File: src/rtl/rftp_pkg.sv
// Package for the raft follower progress tracker.
// Holds the event and mode codes, the index width and the record and flag types.
// Depends on nothing.
package rftp_pkg;

  localparam int unsigned IndexW = 64;
  localparam int unsigned KindW  = 4;
  localparam int unsigned ModeW  = 2;

  typedef enum logic [KindW-1:0] {
    KIND_RETRY      = 4'd0,
    KIND_WAIT       = 4'd1,
    KIND_REPLICATE  = 4'd2,
    KIND_SNAPSHOT   = 4'd3,
    KIND_CLEAR_SNAP = 4'd4,
    KIND_TRY_UPDATE = 4'd5,
    KIND_PROGRESS   = 4'd6,
    KIND_RESPONDED  = 4'd7,
    KIND_DECREASE   = 4'd8,
    KIND_SET_ACTIVE = 4'd9
  } kind_e;

  typedef enum logic [ModeW-1:0] {
    MODE_RETRY     = 2'd0,
    MODE_WAIT      = 2'd1,
    MODE_REPLICATE = 2'd2,
    MODE_SNAPSHOT  = 2'd3
  } mode_e;

  typedef struct packed {
    mode_e              mode;
    logic [IndexW-1:0]  match_idx;
    logic [IndexW-1:0]  next_idx;
    logic [IndexW-1:0]  snap_idx;
    logic               active;
  } rftp_state_t;

  typedef struct packed {
    logic accepted;
    logic bad_state;
  } rftp_flags_t;

endpackage

File: src/rtl/rftp_update.sv
// Next-state logic of the raft follower progress tracker for one event.
// Purely combinational; uses the types and codes of rftp_pkg.
module rftp_update (
  input  rftp_pkg::rftp_state_t       state_i,
  input  logic [rftp_pkg::KindW-1:0]  kind_i,
  input  logic [rftp_pkg::IndexW-1:0] index_value_i,
  input  logic [rftp_pkg::IndexW-1:0] limit_index_i,
  input  logic                        active_value_i,
  output rftp_pkg::rftp_state_t       state_o,
  output rftp_pkg::rftp_flags_t       flags_o
);
  import rftp_pkg::*;

  localparam logic [IndexW-1:0] One = IndexW'(1);

  logic [IndexW-1:0] match_inc;
  logic [IndexW-1:0] snap_inc;
  logic [IndexW-1:0] index_inc;
  logic [IndexW-1:0] limit_inc;
  logic [IndexW-1:0] next_dec;
  logic [IndexW-1:0] retry_next;
  logic [IndexW-1:0] clamp_low;
  logic [IndexW-1:0] clamp_next;

  assign match_inc  = state_i.match_idx + One;
  assign snap_inc   = state_i.snap_idx + One;
  assign index_inc  = index_value_i + One;
  assign limit_inc  = limit_index_i + One;
  assign next_dec   = state_i.next_idx - One;
  assign retry_next = (state_i.mode == MODE_SNAPSHOT && snap_inc > match_inc) ?
                      snap_inc : match_inc;
  assign clamp_low  = (index_value_i < limit_inc) ? index_value_i : limit_inc;
  assign clamp_next = (clamp_low > One) ? clamp_low : One;

  always_comb begin
    state_o = state_i;
    flags_o = '0;
    case (kind_e'(kind_i))
      KIND_RETRY, KIND_WAIT: begin
        state_o.next_idx = retry_next;
        state_o.snap_idx = '0;
        state_o.mode     = (kind_e'(kind_i) == KIND_WAIT) ? MODE_WAIT : MODE_RETRY;
      end
      KIND_REPLICATE: begin
        state_o.next_idx = match_inc;
        state_o.snap_idx = '0;
        state_o.mode     = MODE_REPLICATE;
      end
      KIND_SNAPSHOT: begin
        state_o.snap_idx = index_value_i;
        state_o.mode     = MODE_SNAPSHOT;
      end
      KIND_CLEAR_SNAP: begin
        state_o.snap_idx = '0;
      end
      KIND_TRY_UPDATE: begin
        if (state_i.next_idx < index_inc) begin
          state_o.next_idx = index_inc;
        end
        if (state_i.match_idx < index_value_i) begin
          if (state_i.mode == MODE_WAIT) begin
            state_o.mode = MODE_RETRY;
          end
          state_o.match_idx = index_value_i;
          flags_o.accepted  = 1'b1;
        end
      end
      KIND_PROGRESS: begin
        if (state_i.mode == MODE_REPLICATE) begin
          state_o.next_idx = index_inc;
        end else if (state_i.mode == MODE_RETRY) begin
          state_o.mode = MODE_WAIT;
        end else begin
          flags_o.bad_state = 1'b1;
        end
      end
      KIND_RESPONDED: begin
        if (state_i.mode == MODE_RETRY) begin
          state_o.next_idx = match_inc;
          state_o.snap_idx = '0;
          state_o.mode     = MODE_REPLICATE;
        end else if (state_i.mode == MODE_SNAPSHOT &&
                     state_i.match_idx >= state_i.snap_idx) begin
          state_o.next_idx = retry_next;
          state_o.snap_idx = '0;
          state_o.mode     = MODE_RETRY;
        end
      end
      KIND_DECREASE: begin
        if (state_i.mode == MODE_REPLICATE) begin
          if (index_value_i > state_i.match_idx) begin
            state_o.next_idx = match_inc;
            flags_o.accepted = 1'b1;
          end
        end else if (next_dec == index_value_i) begin
          if (state_i.mode == MODE_WAIT) begin
            state_o.mode = MODE_RETRY;
          end
          state_o.next_idx = clamp_next;
          flags_o.accepted = 1'b1;
        end
      end
      KIND_SET_ACTIVE: begin
        state_o.active = active_value_i;
      end
      default: begin
      end
    endcase
  end

endmodule

File: src/rtl/raft_follower_progress_tracker_core.sv
// Top level of the raft follower progress tracker.
// Holds the input register, the follower record and the result flags; uses rftp_pkg
// and rftp_update.
//
// One event is accepted per cycle unless a stalled result blocks the input. An accepted
// event is registered in the input register; rftp_update then applies it to the
// follower record, and the new record and flags are registered in the result stage and
// shown on the output. The record registers double as the result payload. A new event
// is taken whenever the input register is empty or its event moves into the result
// stage, which happens when the result stage is empty or its result is taken.
module raft_follower_progress_tracker_core (
  input  logic                        clk_i,
  input  logic                        rst_ni,
  input  logic                        in_valid_i,
  output logic                        in_ready_o,
  input  logic [rftp_pkg::KindW-1:0]  kind_i,
  input  logic [rftp_pkg::IndexW-1:0] index_value_i,
  input  logic [rftp_pkg::IndexW-1:0] limit_index_i,
  input  logic                        active_value_i,
  output logic                        out_valid_o,
  input  logic                        out_ready_i,
  output logic                        accepted_o,
  output logic                        bad_state_o,
  output logic                        paused_o,
  output logic                        active_now_o,
  output logic [rftp_pkg::ModeW-1:0]  mode_now_o,
  output logic [rftp_pkg::IndexW-1:0] next_now_o,
  output logic [rftp_pkg::IndexW-1:0] match_now_o,
  output logic [rftp_pkg::IndexW-1:0] snapshot_now_o
);
  import rftp_pkg::*;

  logic              in_valid_q;
  logic [KindW-1:0]  kind_q;
  logic [IndexW-1:0] index_q;
  logic [IndexW-1:0] limit_q;
  logic              active_q;
  logic              out_valid_q;
  logic              advance;
  rftp_state_t       state_q;
  rftp_state_t       state_d;
  rftp_flags_t       flags_q;
  rftp_flags_t       flags_d;

  assign advance    = in_valid_q && (!out_valid_q || out_ready_i);
  assign in_ready_o = !in_valid_q || advance;

  rftp_update u_update (
    .state_i        (state_q),
    .kind_i         (kind_q),
    .index_value_i  (index_q),
    .limit_index_i  (limit_q),
    .active_value_i (active_q),
    .state_o        (state_d),
    .flags_o        (flags_d)
  );

  always_ff @(posedge clk_i or negedge rst_ni) begin
    if (!rst_ni) begin
      in_valid_q         <= 1'b0;
      out_valid_q        <= 1'b0;
      state_q.mode       <= MODE_RETRY;
      state_q.match_idx  <= '0;
      state_q.next_idx   <= IndexW'(1);
      state_q.snap_idx   <= '0;
      state_q.active     <= 1'b0;
    end else begin
      if (in_ready_o) begin
        in_valid_q <= in_valid_i;
      end
      if (advance) begin
        state_q     <= state_d;
        out_valid_q <= 1'b1;
      end else if (out_ready_i) begin
        out_valid_q <= 1'b0;
      end
    end
  end

  always_ff @(posedge clk_i) begin
    if (in_ready_o && in_valid_i) begin
      kind_q   <= kind_i;
      index_q  <= index_value_i;
      limit_q  <= limit_index_i;
      active_q <= active_value_i;
    end
    if (advance) begin
      flags_q <= flags_d;
    end
  end

  assign out_valid_o    = out_valid_q;
  assign accepted_o     = flags_q.accepted;
  assign bad_state_o    = flags_q.bad_state;
  assign paused_o       = (state_q.mode == MODE_WAIT) || (state_q.mode == MODE_SNAPSHOT);
  assign active_now_o   = state_q.active;
  assign mode_now_o     = state_q.mode;
  assign next_now_o     = state_q.next_idx;
  assign match_now_o    = state_q.match_idx;
  assign snapshot_now_o = state_q.snap_idx;

endmodule

File: config.mk
export PLATFORM = sky130hd
export DESIGN_NAME = raft_follower_progress_tracker_core
export DESIGN_NICKNAME = d
export VERILOG_FILES = /design/src/rtl/rftp_pkg.sv /design/src/rtl/rftp_update.sv /design/src/rtl/raft_follower_progress_tracker_core.sv
export SDC_FILE = /design/constraint.sdc
export NUM_CORES = 1
export LEC_CHECK = 0
export BUFFER_PORTS_ARGS = -buffer_cell sky130_fd_sc_hd__buf_4
export CAP_MARGIN = 20
export CORE_AREA = 2 2 235 237
export DETAILED_ROUTE_END_ITERATION = 8
export DIE_AREA = 0 0 237 239
export GPL_TIMING_DRIVEN = 1
export PLACE_DENSITY = 0.75
export RECOVER_POWER = 25
export SETUP_SLACK_MARGIN = 0.3
export SYNTH_ARGS = -nofsm -noshare
export SYNTH_HDL_FRONTEND = slang
export SYNTH_SLANG_ARGS = --single-unit
File: constraint.sdc
create_clock -name clk_i -period 8.7 [get_ports clk_i]
set_input_delay 0.435 -clock clk_i [delete_from_list [all_inputs] [get_ports clk_i]]
set_output_delay 0.435 -clock clk_i [all_outputs]
set_load 0.02 [all_outputs]
==> flow_summary.yaml <==
synthesis:
  yosys.area.top_type: "dfrtp_1"
  syn_avg_cell_area_um2: 8.821
  netlist_instances: 3340
  synth-async-reset-ratio_pct: 59.34
  synth_cell_type_count: 82
  synthFlopType: "dfrtp_1"
  yosysSeqAreaShare_pct: 30.50
  synth_nets: 3800
  yosysMostFrequentCell: "ha_1"
  ys.warnings.count: 0
  synth_seq_cells: 332
  synth_edf_count: 135
  netlist.area_leader.share_pct: 16.65
  ys_top_cells_by_count: "ha_1 (323), nand2_1 (311), nor2_1 (255)"
  synth_area_leaders: "dfrtp_1 (17%), edfxtp_1 (14%), ha_1 (14%)"
  synth_area_um2: 29460
critical_path:
  start_kind: "flop"
  critPathRequiredTime_ns: 9.16
  reg2reg_depth: 19
  worstSetupPathType: "reg -> reg"
  critPathArrivalTime_ns: 7.70
  worstPathMaxFanout: 21
  cp-end-kind: "flop"
place:
  gp_congestion: 1.053
  hpwl_um: 89510
  placed_area_um2: 32810
  place_ws_ns: 1.777
  port_buffers: 336
clock_tree:
  cts_buffers: 38
  ctsRootBufferMaster: "clkbuf_16"
  cts_tree: "done"
  holdBufCountCts: 1
  post_cts.repair.setup_buffers: 0
  cts.htree.levels: 2
  clk_latency_ns: 0.58
  ctsResizeCount: 0
  numClockSinks: 332
  cts.clk_slew.worst_paths_ns: 0.06
  clk_path_buf_depth: 3
global_route:
  grt.overflow.total: 0
  use_met3_pct: 11.70
  antenna_found_initial: 7
  gr-usage-met1_pct: 54.26
  grt_max_degree: 73
  grt_pass1_vias: 27150
  grtUsageMet2_pct: 59.12
  busiest_layer: "met2"
  grt_pass1_wl_um: 170900
  grt_usage_pct: 40.10
die:
  die_x_um: 237
  die_h_um: 239
  die-area_um2: 56640
  core.rowCount: 86
  core_area_um2: 54340
  ios: 337
  initial_core_util_pct: 54.22
final_layout:
  nNetsFinal: 4086
  area_delta_synth_final_pct: 15.69
  fillers: 4630
  layout-drive-gt1-share_pct: 15.77
  fin_area_um2: 34090
timing:
  rsz0062_at_grt: "false"
  fin_crit_ns: 7.239
  drv_slew: 73
  holdWs_ns: 0.05669
  final-hold-violation-count: 0
  finalSetupViolCount: 0
  setup_slack_ns: 1.461
  maxSlewHeadroom_pct: -193.1
  tns_ns: 0
  fin_skew_ns: 0.02387
  fmax_mhz: 138.1
  tightest_slew_ns: 4.397
  post-route-period-util_pct: 83.21
power:
  peakVddDrop_mv: 0.2129
  p_leak_nw: 14.11
  power.total_mw: 9.161
  power_density_nw_per_um2: 268.8
detailed_routing:
  drc: 0
  num_vias: 28631
  drt-total-wl_um: 115600
  vias_per_cell: 6.565
  drtIter0Drc: 3751
  post_drt_wl_per_cell_um: 26.51
  final_antenna_net_count: 0
  drt-pass1-iter-count: 8
status:
  outcome: "finished, violations left"
  violations: "capacitance limit, slew limit"
min_path:
  hold_depth: 1
  worstHoldPathType: "in -> reg"
flow_run:
  drv_cap: 1
==> metrics by stage <==
stage	util (%)	cells
floorplan	-	3340
CTS	62.80	4357
detailed placement	60.38	4289
global placement	60.38	4289
global route	62.71	4357
finish	62.73	4361
==> registers in the layout, summed over array words and instances, names as in the netlist <==
| register | count |
|---|---|
| limit_q | 64 |
| active_q | 1 |
| match_now_o | 64 |
| snapshot_now_o | 64 |
| next_now_o | 64 |
| mode_now_o | 2 |
| in_valid_q | 1 |
| bad_state_o | 1 |
| index_q | 64 |
| active_now_o | 1 |
| accepted_o | 1 |
| kind_q | 4 |
| out_valid_o | 1 |
==> power by group <==
group          switching [mW]  internal (mW)
clock                   0.693           1.03
combinational            2.73           1.87
sequential              0.834           2.00
total                    4.26           4.90
==> logic make-up after synthesis <==
kind of cell               share of synthesized area [%]
buffers and inverters                              4.705
and+or+nand+nor                                    20.93
muxes                                              7.279
DFF                                                30.50
xor gates and xnor gates                           10.11
AOI/OAI and AO/OA                                  12.77
adders and majority gates                          13.72
==> final timing paths <==
check                                        from               to  slack, ns
min in group asynchronous                  rst_ni   match_now_o[3]       1.98
worst min-delay path            index_value_i[29]      index_q[29]       0.06
worst max register to register     match_now_o[0]   next_now_o[29]       1.46
worst min register to register           active_q     active_now_o       0.51
worst max-delay path               match_now_o[0]   next_now_o[29]       1.46
max in group asynchronous                  rst_ni  match_now_o[45]       4.02
==> layout by cell type, fill, tap and decap left out, types with 131 or more instances in the layout <==
cell type / count
xnor2_1: 250
edfxtp_1: 135
inv_1: 187
ha_1: 323
clkbuf_4: 131
a21oi_1: 150
o21ai_0: 131
nand2_1: 309
dfrtp_1: 196
buf_4: 264
nor2_1: 253
nand4_1: 151
==> metal layers <==
layer | wire length [um] | share of wire (%) | up-vias
met5 | 56 | 0.048 | -
met4 | 6114 | 5.3 | 8
met3 | 15410 | 13 | 373
met2 | 48320 | 42 | 1816
met1 | 45710 | 40 | 13564
li1 | - | - | 12870
==> area by class of cell <==
| class | count | area [um^2] | area share, % |
|---|---|---|---|
| diodes | 4 | 10.01 | 0.02937 |
| clock buffers | 53 | 1090 | 3.197 |
| well taps | 704 | 880.8 | 2.584 |
| repair buffers | 407 | 3017 | 8.850 |
| clock inverters | 14 | 211.5 | 0.6203 |
| multi-input cells | 2660 | 19190 | 56.30 |
| inverters | 187 | 701.9 | 2.059 |
| flip-flops and latches | 332 | 8985 | 26.36 |
==> worst max-delay path, stage by stage, from the launching register on <==
cell and delay, ns:
dfrtp_1 0.54, ha_1 0.30, nand3_1 0.15, nor2_1 0.87
nand4_1 0.31, nor2_1 0.50, nand4_1 0.18, xnor2_1 0.22
ha_1 0.32, nand4_1 0.15, nor4_1 0.71, nand2_1 0.23
nor4_1 0.59, o41ai_1 0.17, a21bo_2 0.32, a21oi_2 0.39
buf_4 0.38, nor2_1 0.08, a2111o_1 0.38, mux2_1 0.29
Power figures use the tool's default switching activity.
